## src/tcapq_pkg.sv

```systemverilog
`default_nettype none
// ----------------------------------------------------------------------------
// tcapq_pkg
// shared types, codes and defaults of the three class aging priority queue
// ----------------------------------------------------------------------------
package tcapq_pkg;

  localparam int TCAPQ_QUEUE_DEPTH = 16;
  localparam int CLASS_COUNT       = 3;

  localparam int ID_W   = 16;
  localparam int TS_W   = 32;
  localparam int CFG_W  = 16;
  localparam int CIDX_W = 3;
  localparam int ST_W   = 2;
  localparam int CLS_W  = 2;

  // request types
  localparam logic REQ_ENQUEUE = 1'b0;
  localparam logic REQ_SERVE   = 1'b1;

  // class codes
  localparam logic [CLS_W-1:0] CLS_HIGH = 2'd0;
  localparam logic [CLS_W-1:0] CLS_MID  = 2'd1;
  localparam logic [CLS_W-1:0] CLS_LOW  = 2'd2;
  localparam logic [CLS_W-1:0] CLS_NONE = 2'd3;

  // result status codes
  localparam logic [ST_W-1:0] ST_ENQUEUED = 2'd0;
  localparam logic [ST_W-1:0] ST_DROPPED  = 2'd1;
  localparam logic [ST_W-1:0] ST_GRANTED  = 2'd2;
  localparam logic [ST_W-1:0] ST_EMPTY    = 2'd3;

  // configuration register indexes
  localparam logic [CIDX_W-1:0] REG_MID_AGE  = 3'd0;
  localparam logic [CIDX_W-1:0] REG_LOW_AGE  = 3'd1;
  localparam logic [CIDX_W-1:0] REG_HIGH_SVC = 3'd2;
  localparam logic [CIDX_W-1:0] REG_MID_SVC  = 3'd3;
  localparam logic [CIDX_W-1:0] REG_LOW_SVC  = 3'd4;

  // configuration reset values
  localparam logic [CFG_W-1:0] RST_MID_AGE  = 16'd30;
  localparam logic [CFG_W-1:0] RST_LOW_AGE  = 16'd60;
  localparam logic [CFG_W-1:0] RST_HIGH_SVC = 16'd5;
  localparam logic [CFG_W-1:0] RST_MID_SVC  = 16'd5;
  localparam logic [CFG_W-1:0] RST_LOW_SVC  = 16'd5;

  // controller to datapath
  typedef struct packed {
    logic accept;
    logic exec;
  } tcapq_cmd_t;

  // datapath to controller
  typedef struct packed {
    logic out_busy;
  } tcapq_sts_t;

endpackage
`default_nettype wire

```

## src/tcapq_ctrl.sv

```systemverilog
`default_nettype none
// ----------------------------------------------------------------------------
// tcapq_ctrl
// sequencer: takes one item, then executes it once the result register is free
// ----------------------------------------------------------------------------
module tcapq_ctrl
  import tcapq_pkg::*;
(
  input  wire logic       clk,
  input  wire logic       rst_n,
  input  wire logic       in_valid,
  output logic            in_stall,
  input  wire tcapq_sts_t sts,
  output tcapq_cmd_t      cmd
);

  typedef enum logic {
    S_IDLE,
    S_EXEC
  } state_t;

  state_t state_r;
  state_t state_nxt;

  always_comb begin
    state_nxt  = state_r;
    cmd.accept = 1'b0;
    cmd.exec   = 1'b0;
    in_stall   = 1'b1;
    case (state_r)
      S_IDLE: begin
        in_stall = 1'b0;
        if (in_valid) begin
          cmd.accept = 1'b1;
          state_nxt  = S_EXEC;
        end
      end
      S_EXEC: begin
        if (!sts.out_busy) begin
          cmd.exec  = 1'b1;
          state_nxt = S_IDLE;
        end
      end
      default: begin
        state_nxt = S_IDLE;
      end
    endcase
  end

  always_ff @(posedge clk) begin
    if (!rst_n) begin
      state_r <= S_IDLE;
    end else begin
      state_r <= state_nxt;
    end
  end

endmodule
`default_nettype wire

```

## src/tcapq_dpath.sv

```systemverilog
`default_nettype none
// ----------------------------------------------------------------------------
// tcapq_dpath
// class queues, head read registers, aging arbitration and result register
// ----------------------------------------------------------------------------
module tcapq_dpath
  import tcapq_pkg::*;
#(
  parameter int QUEUE_DEPTH = TCAPQ_QUEUE_DEPTH
)
(
  input  wire logic              clk,
  input  wire logic              rst_n,
  input  wire tcapq_cmd_t        cmd,
  output tcapq_sts_t             sts,
  input  wire logic              cfg_we,
  input  wire logic [CIDX_W-1:0] cfg_index,
  input  wire logic [CFG_W-1:0]  cfg_data,
  input  wire logic              in_req_type,
  input  wire logic [CLS_W-1:0]  in_req_class,
  input  wire logic [ID_W-1:0]   in_req_id,
  input  wire logic [TS_W-1:0]   in_time_stamp,
  output logic                   out_valid,
  input  wire logic              out_stall,
  output logic [ST_W-1:0]        out_status,
  output logic [CLS_W-1:0]       out_grant_class,
  output logic [ID_W-1:0]        out_grant_id,
  output logic [CFG_W-1:0]       out_grant_service_time
);

  localparam int AW = (QUEUE_DEPTH > 1) ? $clog2(QUEUE_DEPTH) : 1;
  localparam int OW = $clog2(QUEUE_DEPTH + 1);
  localparam logic [AW-1:0] LAST_PTR = AW'(QUEUE_DEPTH - 1);
  localparam logic [OW-1:0] FULL_OCC = OW'(QUEUE_DEPTH);

  function automatic logic [AW-1:0] bump(input logic [AW-1:0] p);
    return (p == LAST_PTR) ? '0 : p + 1'b1;
  endfunction

  // configuration
  logic [CFG_W-1:0] mid_age_r, low_age_r, high_svc_r, mid_svc_r, low_svc_r;

  always_ff @(posedge clk) begin
    if (!rst_n) begin
      mid_age_r  <= RST_MID_AGE;
      low_age_r  <= RST_LOW_AGE;
      high_svc_r <= RST_HIGH_SVC;
      mid_svc_r  <= RST_MID_SVC;
      low_svc_r  <= RST_LOW_SVC;
    end else if (cfg_we) begin
      case (cfg_index)
        REG_MID_AGE:  mid_age_r  <= cfg_data;
        REG_LOW_AGE:  low_age_r  <= cfg_data;
        REG_HIGH_SVC: high_svc_r <= cfg_data;
        REG_MID_SVC:  mid_svc_r  <= cfg_data;
        REG_LOW_SVC:  low_svc_r  <= cfg_data;
        default: ;
      endcase
    end
  end

  // latched item
  logic             req_type_r;
  logic [CLS_W-1:0] req_class_r;
  logic [ID_W-1:0]  req_id_r;
  logic [TS_W-1:0]  ts_r;

  always_ff @(posedge clk) begin
    if (cmd.accept) begin
      req_type_r  <= in_req_type;
      req_class_r <= in_req_class;
      req_id_r    <= in_req_id;
      ts_r        <= in_time_stamp;
    end
  end

  // queue pointers and occupancy
  logic [AW-1:0] rd_ptr_r  [CLASS_COUNT];
  logic [AW-1:0] rd_ptr_nxt[CLASS_COUNT];
  logic [AW-1:0] wr_ptr_r  [CLASS_COUNT];
  logic [AW-1:0] wr_ptr_nxt[CLASS_COUNT];
  logic [OW-1:0] occ_r     [CLASS_COUNT];
  logic [OW-1:0] occ_nxt   [CLASS_COUNT];
  logic [CLASS_COUNT-1:0] wr_en;
  logic [CLASS_COUNT-1:0] rd_en;
  logic [CLASS_COUNT-1:0] nz;

  // head registers, read every cycle from the head slots
  logic [ID_W-1:0] id_head_r [CLASS_COUNT];
  logic [TS_W-1:0] arr_mid_r;
  logic [TS_W-1:0] arr_low_r;

  for (genvar c = 0; c < CLASS_COUNT; c++) begin : g_idq
    logic [ID_W-1:0] id_mem [QUEUE_DEPTH];
    always_ff @(posedge clk) begin
      if (wr_en[c]) begin
        id_mem[wr_ptr_r[c]] <= req_id_r;
      end
      id_head_r[c] <= id_mem[rd_ptr_r[c]];
    end
  end

  logic [TS_W-1:0] arr_mem_mid [QUEUE_DEPTH];
  logic [TS_W-1:0] arr_mem_low [QUEUE_DEPTH];

  always_ff @(posedge clk) begin
    if (wr_en[1]) begin
      arr_mem_mid[wr_ptr_r[1]] <= ts_r;
    end
    arr_mid_r <= arr_mem_mid[rd_ptr_r[1]];
  end

  always_ff @(posedge clk) begin
    if (wr_en[2]) begin
      arr_mem_low[wr_ptr_r[2]] <= ts_r;
    end
    arr_low_r <= arr_mem_low[rd_ptr_r[2]];
  end

  // arbitration
  logic [TS_W-1:0]  age_mid, age_low;
  logic             mid_aged, low_aged;
  logic             enq_ok, any_wait;
  logic [CLS_W-1:0] win;

  always_comb begin
    for (int c = 0; c < CLASS_COUNT; c++) begin
      nz[c] = (occ_r[c] != '0);
    end
    age_mid  = ts_r - arr_mid_r;
    age_low  = ts_r - arr_low_r;
    mid_aged = nz[1] && (age_mid >= {{(TS_W-CFG_W){1'b0}}, mid_age_r});
    low_aged = nz[2] && (age_low >= {{(TS_W-CFG_W){1'b0}}, low_age_r});
    any_wait = |nz;
    if (nz[0]) begin
      win = mid_aged ? CLS_MID : (low_aged ? CLS_LOW : CLS_HIGH);
    end else if (nz[1]) begin
      win = low_aged ? CLS_LOW : CLS_MID;
    end else begin
      win = CLS_LOW;
    end
    case (req_class_r)
      CLS_HIGH: enq_ok = (occ_r[0] != FULL_OCC);
      CLS_MID:  enq_ok = (occ_r[1] != FULL_OCC);
      CLS_LOW:  enq_ok = (occ_r[2] != FULL_OCC);
      default:  enq_ok = 1'b0;
    endcase
  end

  always_comb begin
    for (int c = 0; c < CLASS_COUNT; c++) begin
      wr_en[c] = cmd.exec && (req_type_r == REQ_ENQUEUE) && enq_ok &&
                 (req_class_r == CLS_W'(c));
      rd_en[c] = cmd.exec && (req_type_r == REQ_SERVE) && any_wait &&
                 (win == CLS_W'(c));
      rd_ptr_nxt[c] = rd_ptr_r[c];
      wr_ptr_nxt[c] = wr_ptr_r[c];
      occ_nxt[c]    = occ_r[c];
      if (wr_en[c]) begin
        wr_ptr_nxt[c] = bump(wr_ptr_r[c]);
        occ_nxt[c]    = occ_r[c] + 1'b1;
      end else if (rd_en[c]) begin
        rd_ptr_nxt[c] = bump(rd_ptr_r[c]);
        occ_nxt[c]    = occ_r[c] - 1'b1;
      end
    end
  end

  always_ff @(posedge clk) begin
    if (!rst_n) begin
      for (int c = 0; c < CLASS_COUNT; c++) begin
        rd_ptr_r[c] <= '0;
        wr_ptr_r[c] <= '0;
        occ_r[c]    <= '0;
      end
    end else begin
      for (int c = 0; c < CLASS_COUNT; c++) begin
        rd_ptr_r[c] <= rd_ptr_nxt[c];
        wr_ptr_r[c] <= wr_ptr_nxt[c];
        occ_r[c]    <= occ_nxt[c];
      end
    end
  end

  // result register
  logic             out_valid_r;
  logic [ST_W-1:0]  status_r, status_nxt;
  logic [CLS_W-1:0] gcls_r, gcls_nxt;
  logic [ID_W-1:0]  gid_r, gid_nxt;
  logic [CFG_W-1:0] gsvc_r, gsvc_nxt;

  always_comb begin
    status_nxt = ST_ENQUEUED;
    gcls_nxt   = CLS_HIGH;
    gid_nxt    = '0;
    gsvc_nxt   = '0;
    if (req_type_r == REQ_ENQUEUE) begin
      status_nxt = enq_ok ? ST_ENQUEUED : ST_DROPPED;
    end else if (!any_wait) begin
      status_nxt = ST_EMPTY;
    end else begin
      status_nxt = ST_GRANTED;
      gcls_nxt   = win;
      case (win)
        CLS_HIGH: begin
          gid_nxt  = id_head_r[0];
          gsvc_nxt = high_svc_r;
        end
        CLS_MID: begin
          gid_nxt  = id_head_r[1];
          gsvc_nxt = mid_svc_r;
        end
        default: begin
          gid_nxt  = id_head_r[2];
          gsvc_nxt = low_svc_r;
        end
      endcase
    end
  end

  always_ff @(posedge clk) begin
    if (!rst_n) begin
      out_valid_r <= 1'b0;
    end else if (cmd.exec) begin
      out_valid_r <= 1'b1;
    end else if (!out_stall) begin
      out_valid_r <= 1'b0;
    end
  end

  always_ff @(posedge clk) begin
    if (cmd.exec) begin
      status_r <= status_nxt;
      gcls_r   <= gcls_nxt;
      gid_r    <= gid_nxt;
      gsvc_r   <= gsvc_nxt;
    end
  end

  assign sts.out_busy           = out_valid_r && out_stall;
  assign out_valid              = out_valid_r;
  assign out_status             = status_r;
  assign out_grant_class        = gcls_r;
  assign out_grant_id           = gid_r;
  assign out_grant_service_time = gsvc_r;

endmodule
`default_nettype wire

```

## src/three_class_aging_priority_queue.sv

```systemverilog
// flow: a result is presented from the result register once its item has been
//   latched and executed; execution waits while that register holds an untaken result
// intake: a new item is taken only after the last one has executed; in_stall
//   stays high while the sequencer waits to execute the latched item
// reset: synchronous, active low; queues empty, no result valid and configuration
//   registers at their defaults; queue memories, latched item and result data are not cleared
`default_nettype none
// ----------------------------------------------------------------------------
// three_class_aging_priority_queue
// three class fifo queues served by strict priority with aging of middle and
// low heads
// ----------------------------------------------------------------------------
module three_class_aging_priority_queue
  import tcapq_pkg::*;
#(
  parameter int QUEUE_DEPTH = TCAPQ_QUEUE_DEPTH
)
(
  input  wire logic              clk,
  input  wire logic              rst_n,
  input  wire logic              cfg_we,
  input  wire logic [CIDX_W-1:0] cfg_index,
  input  wire logic [CFG_W-1:0]  cfg_data,
  input  wire logic              in_valid,
  output logic                   in_stall,
  input  wire logic              in_req_type,
  input  wire logic [CLS_W-1:0]  in_req_class,
  input  wire logic [ID_W-1:0]   in_req_id,
  input  wire logic [TS_W-1:0]   in_time_stamp,
  output logic                   out_valid,
  input  wire logic              out_stall,
  output logic [ST_W-1:0]        out_status,
  output logic [CLS_W-1:0]       out_grant_class,
  output logic [ID_W-1:0]        out_grant_id,
  output logic [CFG_W-1:0]       out_grant_service_time
);

  tcapq_cmd_t cmd;
  tcapq_sts_t sts;

  tcapq_ctrl u_ctrl (
    .clk      (clk),
    .rst_n    (rst_n),
    .in_valid (in_valid),
    .in_stall (in_stall),
    .sts      (sts),
    .cmd      (cmd)
  );

  tcapq_dpath #(
    .QUEUE_DEPTH (QUEUE_DEPTH)
  ) u_dpath (
    .clk                    (clk),
    .rst_n                  (rst_n),
    .cmd                    (cmd),
    .sts                    (sts),
    .cfg_we                 (cfg_we),
    .cfg_index              (cfg_index),
    .cfg_data               (cfg_data),
    .in_req_type            (in_req_type),
    .in_req_class           (in_req_class),
    .in_req_id              (in_req_id),
    .in_time_stamp          (in_time_stamp),
    .out_valid              (out_valid),
    .out_stall              (out_stall),
    .out_status             (out_status),
    .out_grant_class        (out_grant_class),
    .out_grant_id           (out_grant_id),
    .out_grant_service_time (out_grant_service_time)
  );

endmodule
`default_nettype wire
```

## config.mk

```make
export PLATFORM = sky130hd
export DESIGN_NAME = three_class_aging_priority_queue
export DESIGN_NICKNAME = d
export VERILOG_FILES = /design/src/tcapq_pkg.sv /design/src/tcapq_ctrl.sv /design/src/tcapq_dpath.sv /design/src/three_class_aging_priority_queue.sv
export SDC_FILE = /design/constraint.sdc
export NUM_CORES = 2
export LEC_CHECK = 0
export CAP_MARGIN = 0
export CORE_ASPECT_RATIO = 0.5
export CORE_MARGIN = 5
export CORE_UTILIZATION = 65
export CTS_CLUSTER_DIAMETER = 200
export DETAILED_ROUTE_END_ITERATION = 12
export DONT_BUFFER_PORTS = 1
export PLACE_DENSITY = 0.81
export SLEW_MARGIN = 20
export SYNTH_ARGS = -nofsm -noshare
export SYNTH_HDL_FRONTEND = slang
export SYNTH_SLANG_ARGS = --single-unit
```

## constraint.sdc

```tcl
create_clock -name clk -period 19.9 [get_ports clk]
set_input_delay 0.995 -clock clk [delete_from_list [all_inputs] [get_ports clk]]
set_output_delay 0.995 -clock clk [all_outputs]
set_load 0.05 [all_outputs]
```

==> flow_metrics.tcl <==
set metrics [dict create \
    grt_usage 0.330 \
    ant_nets 0 \
    pin_count 113 \
    final.period_utilization 0.347 \
    dpl_cell_area_um2 86500 \
    synth_cell_type_count 103 \
    initial_utilization 0.653 \
    drt_pre_antenna_iters 8 \
    antenna_found_initial 12 \
    fillers 7128 \
    ctsLongestPathBuffers 3 \
    reg2reg_slack_ns 13.00 \
    synth_edf_count 1879 \
    core_area_um2 128000 \
    drv_slew 0 \
    io_buffer_count 0 \
    critical-path-max-stage-delay_ns 1.01 \
    fin_skew_ns 0.0402 \
    grt_max_degree 89 \
    ctsHoldBuffers 0 \
    dp_hpwl_mm 128 \
    hold_ws_ns 0.266 \
    ir_drop_mv 0.0979 \
    seq_area_um2 61100 \
    die_area_um2 137000 \
    critPathKind "flop to flop" \
    cp-start-kind "flop" \
    drive_above_1_share 0.231 \
    status "complete, no violations" \
    ys_warn_count 0 \
    die_width_um 518 \
    netlist_instances 4355 \
    overflow 0 \
    cts_max_level 4 \
    cp.required_ns 20.43 \
    cap_violations 0 \
    drt_iter0_markers 7529 \
    cts_setup_buffers 0 \
    rsz0062_at_grt "no" \
    via_count 45400 \
    synth_nets 4557 \
    cp_top_family "compound AO/OA/AOI/OAI gates" \
    wl_per_cell_um 35.6 \
    grt_pass1_wl_mm 322 \
    synth_ff_type "edfxtp_1" \
    critPathBufInv 2 \
    netlist_area_um2 83900 \
    crit_arrival_ns 7.42 \
    die_y_um 264 \
    nets 4652 \
    hold_viol 0 \
    p_total_mw 9.23 \
    cts_buffers 167 \
    cts_root_buf "clkbuf_16" \
    areaGrowthSynthToFinish_pct 9.97 \
    cp_max_fo 35 \
    drcViolationCount 0 \
    worstPathCellList "inv_1, fa_1, nand2b_1, a21oi_2, nor2_1, inv_1, a21oi_1, nor2_1, nor2_1, xnor2_1, ha_1, o21ai_0, nor2_1, a311oi_1, o2111ai_1, nor4_2, nand4b_1, a2111oi_4, nand4_4, a21oi_4, a21o_4, a311oi_1" \
    yosysSeqAreaShare 0.728 \
    hold_path.class "primary input to flop" \
    leakagePower_nw 28.9 \
    period_minus_slack_ns 6.90 \
    cts_sinks 2112 \
    p_per_area_nw_per_um2 99.9 \
    ys_seq_elements 2112 \
    worst_path_max_delay_cell "edfxtp_1" \
    placementRows 93 \
    setup_violations 0 \
    cp_common_cell "nor2_1" \
    tns_ns 0 \
    maxSlewHeadroom 0.196 \
    avgSynthCellArea_um2 19.3 \
    tightest_slew_ns 1.21 \
    tritoncts "built" \
    gp_congestion 0.980 \
    fmax_mhz 145 \
    cts_resized 0 \
    insertion_delay_ns 0.82 \
    post-route-cell-area_um2 92300 \
    multi_input_area_um2 21500 \
    clkTransAtPathRegs_ns 0.07 \
    drt-total-wl_mm 225 \
    grt_pass1_vias 44900 \
    async_reset_ff_frac 0 \
    end_kind "flop" \
    drt-vias-per-instance 7.19 \
]
==> layer usage <==
metal | share of wire | track usage
met5 | 0.00012 | 0
met4 | 0.044 | 0.132
met3 | 0.14 | 0.0976
met2 | 0.46 | 0.502
met1 | 0.36 | 0.460
==> layout make-up <==
cell class | count | share of cell area
Clock inverter | 76 | 0.00983
Timing Repair Buffer | 149 | 0.0151
Tap cell | 1710 | 0.0232
Antenna cell | 4 | 0.000108
Inverter | 123 | 0.00500
Multi-Input combinational cell | 1897 | 0.233
Clock buffer | 238 | 0.0514
Sequential cell | 2112 | 0.662
==> path summary, 6_finish.rpt <==
kind	start	to	cells after the start
setup / recovery	u_dpath.ts_r[1]$_DFFE_PP_	u_dpath.out_grant_service_time[0]$_SDFFCE_PN0P_	22
hold / removal	in_time_stamp[8]	u_dpath.ts_r[8]$_DFFE_PP_	0
setup reg to reg	u_dpath.ts_r[1]$_DFFE_PP_	u_dpath.out_grant_service_time[0]$_SDFFCE_PN0P_	22
hold reg to reg	u_dpath.low_svc_r[4]$_SDFFE_PN0P_	u_dpath.low_svc_r[4]$_SDFFE_PN0P_	2
==> kinds of logic (layout without fill, tap and decap cells) <==
kind of cell / Yosys count / count (layout) / synth area share
AOI/OAI and AO/OA: 470 / 470 / 0.0380
xor gates and xnor gates: 55 / 55 / 0.00574
adders and majority gates: 127 / 127 / 0.0194
buffers and inverters: 346 / 586 / 0.0189
DFF: 2112 / 2112 / 0.728
muxes: 584 / 584 / 0.153
other: 0 / 4 / 0
and+or+nand+nor: 661 / 661 / 0.0371
==> through the flow <==
stage,util,std cells,worst slack (ns)
floorplan,-,4355,11.11
global placement,0.672,5976,13.36
detailed placement,0.673,5985,13.16
CTS,0.717,6299,13.17
global route,0.719,6305,12.62
finish,0.719,6309,13.00
==> cells in the mapped netlist (27+ instances only) <==
cell type,instances,share of area
a211oi_1,43,0.0038
a21oi_1,163,0.0097
a311oi_1,37,0.0039
buf_1,28,0.0013
clkbuf_1,155,0.0069
dfxtp_1,233,0.056
edfxtp_1,1879,0.67
ha_1,122,0.018
inv_1,122,0.0055
mux4_2,560,0.15
nand2_1,286,0.013
nand2b_1,28,0.0021
nand3_1,97,0.0058
nand4_1,29,0.0022
nor2_1,109,0.0049
nor3_1,35,0.0021
o211ai_1,27,0.0024
o21ai_0,66,0.0039
xnor2_1,34,0.0035
==> sequential cells by signal, indices dropped and copies added, names as in the netlist, 32 cells and up <==
register / cells
u_dpath.arr_low_r: 32
u_dpath.arr_mem_low: 512
u_dpath.arr_mem_mid: 512
u_dpath.arr_mid_r: 32
u_dpath.g_idq.id_mem: 768
u_dpath.id_head_r: 48
u_dpath.ts_r: 32
==> cells in the final DEF (no fill, tap or decap), drive strengths merged, types with 37 or more instances in the layout <==
| cell | instances |
|---|---|
| a211oi | 45 |
| ha | 122 |
| nor2 | 109 |
| buf | 149 |
| mux4 | 560 |
| inv | 126 |
| nand3 | 97 |
| dfxtp | 233 |
| nand2 | 287 |
| a311oi | 37 |
| clkbuf | 238 |
| a21oi | 173 |
| clkinv | 55 |
| o21ai | 70 |
| edfxtp | 1879 |
==> where the power goes <==
part / switching (mW) / total (mW) / internal [mW] / leakage, nW
clock: 1.58 / 3.46 / 1.87 / 2.76
combinational: 0.521 / 0.815 / 0.294 / 7.32
sequential: 0.0788 / 4.95 / 4.88 / 18.9
(Power assumes the default switching activity.)
